[src/hdl/dts_pkg.sv]
package dts_pkg;

	localparam int LINE_BITS = 16;
	localparam int FIFO_DEPTH = 4;
	localparam int MAX_RESULTS = 3;

	typedef enum logic [2:0] {
		MODE_IDLE    = 3'd0,
		MODE_WORD    = 3'd1,
		MODE_DIGITS  = 3'd2,
		MODE_COLON   = 3'd3,
		MODE_STRING  = 3'd4,
		MODE_BSLASH  = 3'd5,
		MODE_COMMENT = 3'd6
	} scan_mode_t;

	typedef enum logic [3:0] {
		TK_COMMA     = 4'd0,
		TK_PERIOD    = 4'd1,
		TK_QMARK     = 4'd2,
		TK_LPAREN    = 4'd3,
		TK_RPAREN    = 4'd4,
		TK_COLON     = 4'd5,
		TK_COLONDASH = 4'd6,
		TK_SCHEMES   = 4'd7,
		TK_FACTS     = 4'd8,
		TK_RULES     = 4'd9,
		TK_QUERIES   = 4'd10,
		TK_ID        = 4'd11,
		TK_STRING    = 4'd12,
		TK_ERROR     = 4'd13,
		TK_ENDFILE   = 4'd14
	} tok_kind_t;

	localparam logic OP_CHAR = 1'b0;
	localparam logic OP_EOF  = 1'b1;

	localparam logic REC_CHAR  = 1'b0;
	localparam logic REC_TOKEN = 1'b1;

	localparam logic [7:0] CH_TAB     = 8'd9;
	localparam logic [7:0] CH_NEWLINE = 8'd10;
	localparam logic [7:0] CH_SPACE   = 8'd32;
	localparam logic [7:0] CH_HASH    = 8'd35;
	localparam logic [7:0] CH_QUOTE   = 8'd39;
	localparam logic [7:0] CH_LPAREN  = 8'd40;
	localparam logic [7:0] CH_RPAREN  = 8'd41;
	localparam logic [7:0] CH_COMMA   = 8'd44;
	localparam logic [7:0] CH_DASH    = 8'd45;
	localparam logic [7:0] CH_PERIOD  = 8'd46;
	localparam logic [7:0] CH_COLON   = 8'd58;
	localparam logic [7:0] CH_QMARK   = 8'd63;
	localparam logic [7:0] CH_BSLASH  = 8'd92;

	localparam logic [7:0] KW_TEXT [4][8] = '{
		'{"S", "c", "h", "e", "m", "e", "s", 8'h00},
		'{"F", "a", "c", "t", "s", 8'h00, 8'h00, 8'h00},
		'{"R", "u", "l", "e", "s", 8'h00, 8'h00, 8'h00},
		'{"Q", "u", "e", "r", "i", "e", "s", 8'h00}
	};
	localparam logic [3:0] KW_LEN [4] = '{4'd7, 4'd5, 4'd5, 4'd7};
	localparam tok_kind_t KW_KIND [4] = '{TK_SCHEMES, TK_FACTS, TK_RULES, TK_QUERIES};

	typedef struct packed {
		logic       operation;
		logic [7:0] char_code;
	} src_item_t;

	typedef struct packed {
		logic        record_kind;
		logic [7:0]  lexeme_char;
		tok_kind_t   token_kind;
		logic [15:0] line_number;
		logic        last;
	} res_item_t;

	// backtick counts as a letter, as does '{'
	function automatic logic is_letter(input logic [7:0] c);
		return (c >= 8'd65 && c <= 8'd90) || (c >= 8'd96 && c <= 8'd123);
	endfunction

	function automatic logic is_digit(input logic [7:0] c);
		return c >= 8'd48 && c <= 8'd57;
	endfunction

	function automatic tok_kind_t punct_kind(input logic [7:0] c);
		tok_kind_t k;
		k = TK_ERROR;
		case (c)
			CH_COMMA:  k = TK_COMMA;
			CH_PERIOD: k = TK_PERIOD;
			CH_QMARK:  k = TK_QMARK;
			CH_LPAREN: k = TK_LPAREN;
			CH_RPAREN: k = TK_RPAREN;
			default:   k = TK_ERROR;
		endcase
		return k;
	endfunction

	// drop keywords that no longer match at this position
	function automatic logic [3:0] kw_match(input logic [3:0] alive, input logic [3:0] wl,
			input logic [7:0] c);
		logic [3:0] a;
		a = alive;
		for (int k = 0; k < 4; k++) begin
			if (wl >= KW_LEN[k] || KW_TEXT[k][wl[2:0]] != c)
				a[k] = 1'b0;
		end
		return a;
	endfunction

endpackage

[src/hdl/datalog_token_scanner.sv]
// Results of an accepted request are written into a result queue; res shows its head.
// Throughput: one request per cycle while each request yields at most one
// result and res_ready stays high; src_ready drops while the four-entry result
// queue holds more than one result, the queue draining one per cycle on res_ready.
// Reset (arst_n low, asynchronous): scanner idle, line count zero, queue empty.
module datalog_token_scanner (
	input  logic               clk,
	input  logic               arst_n,
	input  logic               src_valid,
	output logic               src_ready,
	input  dts_pkg::src_item_t src_item,
	output logic               res_valid,
	input  logic               res_ready,
	output dts_pkg::res_item_t res_item
);

	localparam logic [dts_pkg::LINE_BITS-1:0] LINE_MAX = {dts_pkg::LINE_BITS{1'b1}};

	dts_pkg::scan_mode_t mode_q, mode_d;
	logic [3:0] alive_q, alive_d;
	logic [3:0] wl_q, wl_d;
	logic [1:0] dash_q, dash_d;
	logic [dts_pkg::LINE_BITS-1:0] line_q, line_d, line_b, ln;
	logic open_q, open_d;

	dts_pkg::res_item_t fifo_q [dts_pkg::FIFO_DEPTH];
	logic [1:0] wr_q, rd_q;
	logic [2:0] cnt_q;

	dts_pkg::res_item_t res [dts_pkg::MAX_RESULTS];
	logic [1:0] nres;
	logic [7:0] c;
	logic taken;
	logic fin_emit;
	dts_pkg::tok_kind_t fin_kind;
	logic accept, pop;

	assign accept    = src_valid && src_ready;
	assign pop       = res_valid && res_ready;
	assign src_ready = cnt_q <= 3'd1;
	assign res_valid = cnt_q != 3'd0;
	assign res_item  = fifo_q[rd_q];

	assign line_b = (line_q != LINE_MAX) ? line_q + 1'b1 : line_q;

	function automatic dts_pkg::res_item_t mk_tok(input dts_pkg::tok_kind_t k,
			input logic [dts_pkg::LINE_BITS-1:0] l);
		dts_pkg::res_item_t r;
		logic [dts_pkg::LINE_BITS-1:0] lc;
		lc = (l > dts_pkg::LINE_BITS'(65535)) ? dts_pkg::LINE_BITS'(65535) : l;
		r.record_kind = dts_pkg::REC_TOKEN;
		r.lexeme_char = 8'd0;
		r.token_kind  = k;
		r.line_number = 16'(lc);
		r.last        = 1'b0;
		return r;
	endfunction

	function automatic dts_pkg::res_item_t mk_char(input logic [7:0] ch);
		dts_pkg::res_item_t r;
		r.record_kind = dts_pkg::REC_CHAR;
		r.lexeme_char = ch;
		r.token_kind  = dts_pkg::TK_COMMA;
		r.line_number = 16'd0;
		r.last        = 1'b0;
		return r;
	endfunction

	// token that closes whatever is open in the current state
	always_comb begin
		fin_emit = 1'b1;
		fin_kind = dts_pkg::TK_ID;
		unique case (mode_q)
			dts_pkg::MODE_WORD: begin
				for (int k = 0; k < 4; k++) begin
					if (alive_q[k] && wl_q == dts_pkg::KW_LEN[k])
						fin_kind = dts_pkg::KW_KIND[k];
				end
			end
			dts_pkg::MODE_DIGITS: fin_kind = dts_pkg::TK_ERROR;
			dts_pkg::MODE_COLON:
				fin_kind = (dash_q == 2'd1) ? dts_pkg::TK_COLONDASH : dts_pkg::TK_COLON;
			dts_pkg::MODE_BSLASH: fin_kind = dts_pkg::TK_ID;
			dts_pkg::MODE_STRING: fin_kind = dts_pkg::TK_ERROR;
			default: fin_emit = 1'b0;
		endcase
	end

	always_comb begin
		for (int i = 0; i < dts_pkg::MAX_RESULTS; i++)
			res[i] = mk_char(8'd0);
		nres    = 2'd0;
		mode_d  = mode_q;
		alive_d = alive_q;
		wl_d    = wl_q;
		dash_d  = dash_q;
		line_d  = line_q;
		open_d  = open_q;
		taken   = 1'b0;
		c       = src_item.char_code;
		ln      = open_q ? line_q : line_b;

		if (src_item.operation == dts_pkg::OP_EOF) begin
			if (open_q && fin_emit) begin
				res[nres] = mk_tok(fin_kind, line_q);
				nres++;
			end
			res[nres] = mk_tok(dts_pkg::TK_ENDFILE, line_q);
			nres++;
			mode_d  = dts_pkg::MODE_IDLE;
			alive_d = 4'hF;
			wl_d    = 4'd0;
			dash_d  = 2'd0;
			line_d  = '0;
			open_d  = 1'b0;
		end else if (c == dts_pkg::CH_NEWLINE) begin
			line_d = ln;
			if (fin_emit) begin
				res[nres] = mk_tok(fin_kind, ln);
				nres++;
			end
			mode_d = dts_pkg::MODE_IDLE;
			open_d = 1'b0;
		end else begin
			line_d = ln;
			open_d = 1'b1;
			unique case (mode_q)
				dts_pkg::MODE_STRING: begin
					taken = 1'b1;
					if (c == dts_pkg::CH_QUOTE) begin
						res[nres] = mk_tok(dts_pkg::TK_STRING, ln);
						nres++;
						mode_d = dts_pkg::MODE_IDLE;
					end else begin
						res[nres] = mk_char(c);
						nres++;
					end
				end
				dts_pkg::MODE_COMMENT: taken = 1'b1;
				dts_pkg::MODE_WORD: begin
					if (dts_pkg::is_letter(c) || dts_pkg::is_digit(c)) begin
						alive_d = dts_pkg::kw_match(alive_q, wl_q, c);
						wl_d = (wl_q != 4'd15) ? wl_q + 4'd1 : wl_q;
						res[nres] = mk_char(c);
						nres++;
						taken = 1'b1;
					end
				end
				dts_pkg::MODE_DIGITS: begin
					if (dts_pkg::is_digit(c)) begin
						res[nres] = mk_char(c);
						nres++;
						taken = 1'b1;
					end
				end
				dts_pkg::MODE_COLON: begin
					if (c == dts_pkg::CH_DASH) begin
						if (dash_q != 2'd2)
							dash_d = dash_q + 2'd1;
						res[nres] = mk_char(c);
						nres++;
						taken = 1'b1;
					end
				end
				dts_pkg::MODE_BSLASH: begin
					if (dts_pkg::is_letter(c) || c == dts_pkg::CH_DASH) begin
						res[nres] = mk_char(c);
						nres++;
						taken = 1'b1;
					end
				end
				default: ;
			endcase

			if (!taken) begin
				if (fin_emit) begin
					res[nres] = mk_tok(fin_kind, ln);
					nres++;
				end
				mode_d = dts_pkg::MODE_IDLE;
				unique case (c) inside
					dts_pkg::CH_SPACE, dts_pkg::CH_TAB: ;
					dts_pkg::CH_HASH: mode_d = dts_pkg::MODE_COMMENT;
					dts_pkg::CH_COMMA, dts_pkg::CH_PERIOD, dts_pkg::CH_QMARK,
					dts_pkg::CH_LPAREN, dts_pkg::CH_RPAREN: begin
						res[nres] = mk_char(c);
						nres++;
						res[nres] = mk_tok(dts_pkg::punct_kind(c), ln);
						nres++;
					end
					dts_pkg::CH_COLON: begin
						res[nres] = mk_char(c);
						nres++;
						dash_d = 2'd0;
						mode_d = dts_pkg::MODE_COLON;
					end
					dts_pkg::CH_QUOTE: mode_d = dts_pkg::MODE_STRING;
					dts_pkg::CH_BSLASH: begin
						res[nres] = mk_char(c);
						nres++;
						mode_d = dts_pkg::MODE_BSLASH;
					end
					default: begin
						res[nres] = mk_char(c);
						nres++;
						if (dts_pkg::is_letter(c)) begin
							alive_d = dts_pkg::kw_match(4'hF, 4'd0, c);
							wl_d    = 4'd1;
							mode_d  = dts_pkg::MODE_WORD;
						end else if (dts_pkg::is_digit(c)) begin
							mode_d = dts_pkg::MODE_DIGITS;
						end else begin
							res[nres] = mk_tok(dts_pkg::TK_ERROR, ln);
							nres++;
						end
					end
				endcase
			end
		end

		if (nres != 2'd0)
			res[nres - 2'd1].last = 1'b1;
	end

	always_ff @(posedge clk or negedge arst_n) begin
		if (!arst_n) begin
			mode_q  <= dts_pkg::MODE_IDLE;
			alive_q <= 4'hF;
			wl_q    <= 4'd0;
			dash_q  <= 2'd0;
			line_q  <= '0;
			open_q  <= 1'b0;
		end else if (accept) begin
			mode_q  <= mode_d;
			alive_q <= alive_d;
			wl_q    <= wl_d;
			dash_q  <= dash_d;
			line_q  <= line_d;
			open_q  <= open_d;
		end
	end

	always_ff @(posedge clk or negedge arst_n) begin
		if (!arst_n) begin
			wr_q  <= 2'd0;
			rd_q  <= 2'd0;
			cnt_q <= 3'd0;
		end else begin
			if (accept)
				wr_q <= wr_q + nres;
			if (pop)
				rd_q <= rd_q + 2'd1;
			cnt_q <= cnt_q - {2'd0, pop} + (accept ? {1'b0, nres} : 3'd0);
		end
	end

	always_ff @(posedge clk) begin
		for (int i = 0; i < dts_pkg::MAX_RESULTS; i++) begin
			if (accept && 2'(i) < nres)
				fifo_q[wr_q + 2'(i)] <= res[i];
		end
	end

`ifndef SYNTHESIS
	a_fifo_bound: assert property (@(posedge clk) disable iff (!arst_n)
		cnt_q <= 3'(dts_pkg::FIFO_DEPTH))
		else $error("result queue overflow");

	a_char_clean: assert property (@(posedge clk) disable iff (!arst_n)
		res_valid && res_item.record_kind == dts_pkg::REC_CHAR
		|-> res_item.token_kind == dts_pkg::TK_COMMA && res_item.line_number == 16'd0)
		else $error("character record carries token fields");

	a_token_line: assert property (@(posedge clk) disable iff (!arst_n)
		res_valid && res_item.record_kind == dts_pkg::REC_TOKEN
		&& res_item.token_kind != dts_pkg::TK_ENDFILE
		|-> res_item.line_number != 16'd0)
		else $error("token reported on line zero");

	a_eof_reset: assert property (@(posedge clk) disable iff (!arst_n)
		accept && src_item.operation == dts_pkg::OP_EOF
		|=> line_q == '0 && mode_q == dts_pkg::MODE_IDLE && !open_q)
		else $error("end of file did not restore scanner state");

	a_eof_result: assert property (@(posedge clk) disable iff (!arst_n)
		accept && src_item.operation == dts_pkg::OP_EOF |=> cnt_q != 3'd0)
		else $error("end of file produced no record");
`endif

endmodule

[config.mk]
export PLATFORM = sky130hd
export DESIGN_NAME = datalog_token_scanner
export DESIGN_NICKNAME = d
export VERILOG_FILES = /design/src/hdl/dts_pkg.sv /design/src/hdl/datalog_token_scanner.sv
export SDC_FILE = /design/constraint.sdc
export NUM_CORES = 1
export LEC_CHECK = 0
export BUFFER_PORTS_ARGS = -buffer_cell sky130_fd_sc_hd__buf_2
export CORE_MARGIN = 5
export CORE_UTILIZATION = 63
export CTS_BUF_LIST = sky130_fd_sc_hd__clkbuf_16
export CTS_CLUSTER_SIZE = 20
export DETAILED_ROUTE_END_ITERATION = 10
export PLACE_DENSITY = 0.89
export SLEW_MARGIN = 20
export SYNTH_ARGS = -nofsm -noshare
export SYNTH_HDL_FRONTEND = slang
export SYNTH_SLANG_ARGS = --single-unit
[constraint.sdc]
create_clock -name clk -period 6.9 [get_ports clk]
set_input_delay 1.38 -clock clk [delete_from_list [all_inputs] [get_ports clk]]
set_output_delay 1.38 -clock clk [all_outputs]
set_load 0.05 [all_outputs]
==> flow_summary.yaml, run 1 <==
synthesis:
  async_flop_share_pct: 23.6
  synth_area_um2: 11600
  synth_edf_count: 120
  yosysUniqueCellTypes: 90
  ys.flop_type: "edfxtp_1"
  synth.ff_latch_count: 157
  synthesis.nets: 1277
  syn_inst: 1244
  yosysWarnings: 0
  syn_avg_cell_area_um2: 9.34
  ys_seq_area_share_pct: 39.0
floorplan:
  die_w_um: 146
  num_rows: 49
  die_h_um: 146
  core_um2: 18100
  pin_count: 45
  dieArea_um2: 21300
  start_util_pct: 64.3
layout:
  final_cell_area_um2: 12700
  seq_area_um2: 4540
  diodes: 0
  post-route-util_pct: 70.3
  final_cells: 1489
  layout-drive-gt1-share_pct: 14.6
  multiInputGateArea_um2: 6630
  mostFrequentLayoutCell: "nand2_1"
  areaGrowthSynthToFinish_pct: 9.44
  nNetsFinal: 1280
  fillers: 1255
  layout_common_cells: "129 x nand2_1, 120 x edfxtp_1, 105 x o21ai_0"
worst_setup_path:
  worst-path-max-fanout: 33
  r2r_end: "fifo_q[1][10]$_DFFE_PP_"
  cp_common_cell: "buf_4"
  path_cells: "buf_2 -> or4b_1 -> o21ai_1 -> o221ai_1 -> nor2_4 -> ha_1 -> buf_4 -> nor3_1 -> mux2i_1 -> o211ai_2 -> nand4_2 -> buf_4 -> nor2_1 -> a21oi_1"
  worstPathRequired_ps: 7090
  r2r_slack_ps: 2080
  crit_arrival_ps: 6100
  r2r_start: "mode_q[1]$_DFFE_PN0P_"
  critPathSlowestCell: "nand4_2"
  r2r_cells: 13
  start_kind: "input port"
  worstSetupPathType: "in2reg"
  end_kind: "flop"
  crit_path_max_incr_delay_ps: 870
cts:
  clock_sinks: 157
  htreeDepth: 4
  numCtsBuffers: 17
  clock_path_buffers: 2
  clock_latency_ps: 440
  cts_tree: "yes"
  cts_setup_buffers: 0
  cts.repair.resized: 0
  clkTransAtPathRegs_ps: 70
  cts-root-buf: "clkbuf_16"
  cts_hold_buf: 0
detailed_routing:
  routed_wl_um: 37200
  via_per_inst: 7.43
  initialDrtViolationCount: 2117
  firstDrtPassIters: 11
  drc_errors: 1
  vias: 11100
  wire_per_inst_um: 25.0
  detail-route-antenna-nets: 0
sta:
  fmax_mhz: 169
  post-route-min-period_ps: 5910
  tns_ps: 0
  finalHoldViolations: 0
  worst_slew_pin_slew_ps: 1030
  setup_viol: 0
  fin_worst_skew_ps: 9.87
  fin_crit_sh_pct: 85.7
  slew-limit-headroom_pct: 31.0
  rsz0062_at_grt: "false"
  drv_slew: 0
place:
  gp_congestion: 1.02
  dp_hpwl_um: 25600
  dpl_cell_area_um2: 12100
  dp_cells: 1457
  port_buffers: 44
power:
  ir_drop_uv: 218
  p_leak_nw: 4.93
  pwr_density_cell_nw_per_um2: 346
global_route:
  antenna_found_initial: 0
  grtUsageTotal_pct: 34.5
  grt_pass1_vias: 10300
  grt_max_degree: 38
  grt_overflow: 0
  grt_pass1_wl_um: 58300
worst_hold_path:
  hold_path.class: "reg2reg"
  hold_depth: 1
  min_from: "dash_q[1]$_DFFE_PN0P_"
  min_to: "dash_q[1]$_DFFE_PN0P_"
run_status:
  status: "finished with violations"
  failed_checks: "DRC"
run:
  drv_cap: 0
power breakdown:
group | switching (W) | internal [W]
combinational | 0.00135 | 0.000638
clock | 0.000433 | 0.000582
sequential | 0.000175 | 0.00122
total | 0.00196 | 0.00244
registers in the layout, indices dropped and copies added (netlist names):
signal	count
fifo_q	120
line_q	16
alive_q	4
wl_q	4
cnt_q	3
mode_q	3
dash_q	2
rd_q	2
wr_q	2
open_q	1
layout make-up:
| cell class | instances | share of cell area, % |
|---|---|---|
| Multi-Input combinational cell | 961 | 52.1 |
| Sequential cell | 157 | 35.7 |
| Timing Repair Buffer | 77 | 4.07 |
| Clock buffer | 17 | 3.34 |
| Tap cell | 229 | 2.25 |
| Clock inverter | 15 | 1.54 |
| Inverter | 33 | 0.974 |
cell families after synthesis:
family / synth area share, %
compound gates: 21.6
xor+xnor: 2.03
fa+ha+maj: 2.22
buf+inv: 4.36
flops: 39.0
mux: 12.4
simple gates: 18.4
worst max path at each step:
stage | startpoint | endpoint | depth (start not counted)
2_1_floorplan | src_item[6] | fifo_q[1][0]$_DFFE_PP_ | 14
6_report | src_item[4] | fifo_q[1][10]$_DFFE_PP_ | 14
5_1_grt | src_item[4] | fifo_q[1][10]$_DFFE_PP_ | 14
3_5_place_dp | src_item[4] | fifo_q[2][11]$_DFFE_PP_ | 14
3_3_place_gp | src_item[4] | fifo_q[2][16]$_DFFE_PP_ | 14
4_1_cts | src_item[4] | fifo_q[1][10]$_DFFE_PP_ | 14
critical path: cells and delay by family:
family                   cells  cell delay [ps]
buffers and inverters        3              960
multiplexers                 1              130
AO/OA/AOI/OAI                4              880
adder cells (fa/ha/maj)      1              310
AND/OR/NAND/NOR              5             2410
cell usage after synthesis, drive strengths merged, types with 19 or more instances:
| cell type | n | area share (%) |
|---|---|---|
| clkbuf | 70 | 2.3 |
| nor3 | 45 | 2.2 |
| xnor2 | 20 | 1.5 |
| dfrtp | 33 | 7.1 |
| nand2 | 130 | 4.2 |
| o211ai | 22 | 1.5 |
| buf | 23 | 1.0 |
| nand3 | 27 | 1.2 |
| mux4 | 30 | 5.8 |
| ha | 19 | 2.0 |
| a22o | 22 | 1.7 |
| inv | 30 | 0.97 |
| mux2i | 73 | 6.3 |
| o22ai | 31 | 1.7 |
| edfxtp | 120 | 31 |
| a21oi | 57 | 2.5 |
| o21ai | 128 | 5.5 |
| nor2 | 105 | 3.5 |
per-stage QoR:
| step | hold slack (ps) | setup slack (ps) | power [W] |
|---|---|---|---|
| final | 518 | 986 | 0.00440 |
| after global routing | 524 | 788 | 0.00457 |
| after CTS | 518 | 1180 | 0.00435 |
| after detailed placement | 498 | 736 | 0.00334 |
| after global placement | 493 | 947 | 0.00329 |
| after floorplan | 470 | -48.7 | 0.00281 |
metal layers:
metal,wire [µm],vias up,GRT usage [%],part of all wire (%)
li1,-,4778,-,-
met1,14100,5186,48.9,38
met2,16300,918,52.2,44
met3,5330,176,9.31,14
met4,1460,0,11.0,3.9
met5,0,-,0,0
(Power assumes the default switching activity.)
==> inputs of run 2 (changes only) <==
--- a/config.mk
+++ b/config.mk
@@ -6,12 +6,14 @@
 export NUM_CORES = 1
 export LEC_CHECK = 0
 export BUFFER_PORTS_ARGS = -buffer_cell sky130_fd_sc_hd__buf_2
+export CELL_PAD_IN_SITES_DETAIL_PLACEMENT = 1
+export CELL_PAD_IN_SITES_GLOBAL_PLACEMENT = 1
 export CORE_MARGIN = 5
-export CORE_UTILIZATION = 63
+export CORE_UTILIZATION = 50
 export CTS_BUF_LIST = sky130_fd_sc_hd__clkbuf_16
 export CTS_CLUSTER_SIZE = 20
 export DETAILED_ROUTE_END_ITERATION = 10
-export PLACE_DENSITY = 0.89
+export PLACE_DENSITY = 0.9
 export SLEW_MARGIN = 20
 export SYNTH_ARGS = -nofsm -noshare
 export SYNTH_HDL_FRONTEND = slang
==> run 2 against run 1 <==
Net effect: the run now ends clean; final cell count grew 5.8%; global-route usage down 1.2 points; clock skew grew 5.8 ps; largest cell class unchanged; largest power group unchanged.
==> flow_summary.yaml, run 2 (synthesized netlist as in run 1, its figures left out) <==
floorplan:
  die_w_um: 162
  core_um2: 22800
  num_rows: 55
  start_util_pct: 51.0
  dieArea_um2: 26400
  pin_count: 45
  die_h_um: 162
global_route:
  grtUsageTotal_pct: 33.4
  grt_pass1_wl_um: 68400
  grt_overflow: 0
  grt_max_degree: 38
  antenna_found_initial: 0
  grt_pass1_vias: 11600
detailed_routing:
  drc_errors: 0
  vias: 11400
  routed_wl_um: 44400
  detail-route-antenna-nets: 0
  via_per_inst: 7.21
  initialDrtViolationCount: 1569
  firstDrtPassIters: 5
  wire_per_inst_um: 28.2
power:
  pwr_density_cell_nw_per_um2: 349
  internal_power_w: 0.00238
  p_switching_w: 0.00210
  p_leak_nw: 4.93
  seqPwrFrac_pct: 31.0
  power_frac_clock_pct: 22.7
  ir_drop_uv: 300
  power_frac_comb_pct: 46.4
  switching_share_pct: 46.8
layout:
  layout_common_cells: "129 x nand2_1, 120 x edfxtp_1, 105 x o21ai_0"
  largestRegisters: "fifo_q: 120 flops, line_q: 16 flops"
  final_cells: 1575
  largest_reg_flops: 120
  mostFrequentLayoutCell: "nand2_1"
  layout-drive-gt1-share_pct: 14.9
  largest_register: "fifo_q"
  final_cell_area_um2: 12800
  fillers: 2596
  diodes: 0
  nNetsFinal: 1282
  areaGrowthSynthToFinish_pct: 10.4
run_status:
  status: "complete, no violations"
cts:
  cts_tree: "yes"
  clock_path_buffers: 2
  numCtsBuffers: 17
  cts-root-buf: "clkbuf_16"
  cts.repair.resized: 0
  clkTransAtPathRegs_ps: 80
  cts_setup_buffers: 0
  clock_sinks: 157
  htreeDepth: 4
  clock_latency_ps: 450
  cts_hold_buf: 0
worst_setup_path:
  crit_path_max_incr_delay_ps: 600
  r2r_start: "mode_q[1]$_DFFE_PN0P_"
  worstSetupPathType: "in2reg"
  cp_common_cell: "ha_1"
  start_kind: "input port"
  worstPathRequired_ps: 7260
  crit_arrival_ps: 6400
  r2r_cells: 17
  r2r_slack_ps: 1810
  critPathSlowestCell: "ha_1"
  r2r_end: "cnt_q[2]$_DFF_PN0_"
  worst-path-max-fanout: 26
  end_kind: "flop"
  path_cells: "buf_2 -> or4_4 -> o32a_4 -> a22oi_1 -> nor2_4 -> ha_1 -> inv_1 -> nor3_1 -> mux2i_1 -> o211ai_2 -> nand2_1 -> inv_2 -> nand2_1 -> ha_1 -> inv_1 -> ha_1 -> fa_1 -> xnor2_1"
worst_hold_path:
  hold_depth: 1
  min_from: "alive_q[2]$_DFFE_PN1P_"
  min_to: "alive_q[2]$_DFFE_PN1P_"
  hold_path.class: "reg2reg"
run:
  drv_cap: 0
place:
  port_buffers: 44
  dp_hpwl_um: 31100
  gp_congestion: 0.963
  dp_cells: 1543
  dpl_cell_area_um2: 12200
sta:
  worst_slew_pin_slew_ps: 1020
  rsz0062_at_grt: "false"
  setup_viol: 0
  slew-limit-headroom_pct: 32.0
  fmax_mhz: 166
  tns_ps: 0
  finalHoldViolations: 0
  post-route-min-period_ps: 6030
  fin_crit_sh_pct: 87.5
  drv_slew: 0
  fin_worst_skew_ps: 15.7
  whs_ps: 528
-- run 2: cell count changes in the layout (fill, tap and decap cells not counted), sizes merged --
cell / previous run / this run
buf: 77 / 79
clkinvlp: 1 / 2
clkinv: 6 / 7
bufinv: 3 / 1
-- run 2: power groups by stage --
stage          logic (W)  registers, W  clock network, W
5_1_grt          0.00218       0.00140           0.00105
3_5_place_dp     0.00202       0.00140                 0
6_report         0.00208       0.00139           0.00101
3_3_place_gp     0.00194       0.00138                 0
4_1_cts          0.00204       0.00138           0.00101
2_1_floorplan    0.00152       0.00129                 0
-- run 2: area by class of cell --
class	count	area (µm²)	area share (%)
multi-input cells	961	6630	51.7
flip-flops and latches	157	4540	35.3
repair buffers	79	533	4.15
clock buffers	17	425	3.31
well taps	313	392	3.05
clock inverters	15	193	1.50
inverters	33	124	0.965
-- run 2: worst max-delay path: cells and delay by family --
kind	cells	cell delay, ps
buffers and inverters	4	720
AND/OR/NAND/NOR	5	1330
multiplexers	1	130
AO/OA/AOI/OAI	3	1100
XOR/XNOR	1	230
adder cells (fa/ha/maj)	4	1490
-- run 2: per-stage QoR --
| stage | power, W | worst slack (ps) | util [%] |
|---|---|---|---|
| CTS | 0.00443 | 975 | 56.4 |
| floorplan | 0.00281 | -48.7 | - |
| detailed placement | 0.00342 | 527 | 53.6 |
| global placement | 0.00333 | 789 | 53.6 |
| finish | 0.00448 | 865 | 56.4 |
| global route | 0.00463 | 552 | 56.4 |
-- run 2: worst max path at each step --
stage           startpoint  cells past startpoint                       to
5_1_grt        src_item[5]                     18       cnt_q[2]$_DFF_PN0_
3_3_place_gp   src_item[3]                     15  fifo_q[3][14]$_DFFE_PP_
6_report       src_item[3]                     18       cnt_q[2]$_DFF_PN0_
4_1_cts        src_item[3]                     18       cnt_q[2]$_DFF_PN0_
3_5_place_dp   src_item[3]                     18       cnt_q[2]$_DFF_PN0_
2_1_floorplan  src_item[6]                     14   fifo_q[1][0]$_DFFE_PP_
-- run 2: per-layer routing --
layer / track usage [%] / wire [µm] / vias up / part of all wire (%)
li1: - / - / 4797 / -
met1: 44.0 / 17200 / 5636 / 39
met2: 53.2 / 20700 / 767 / 47
met3: 8.91 / 4850 / 162 / 11
met4: 12.0 / 1710 / 0 / 3.8
met5: 0 / 0 / - / 0
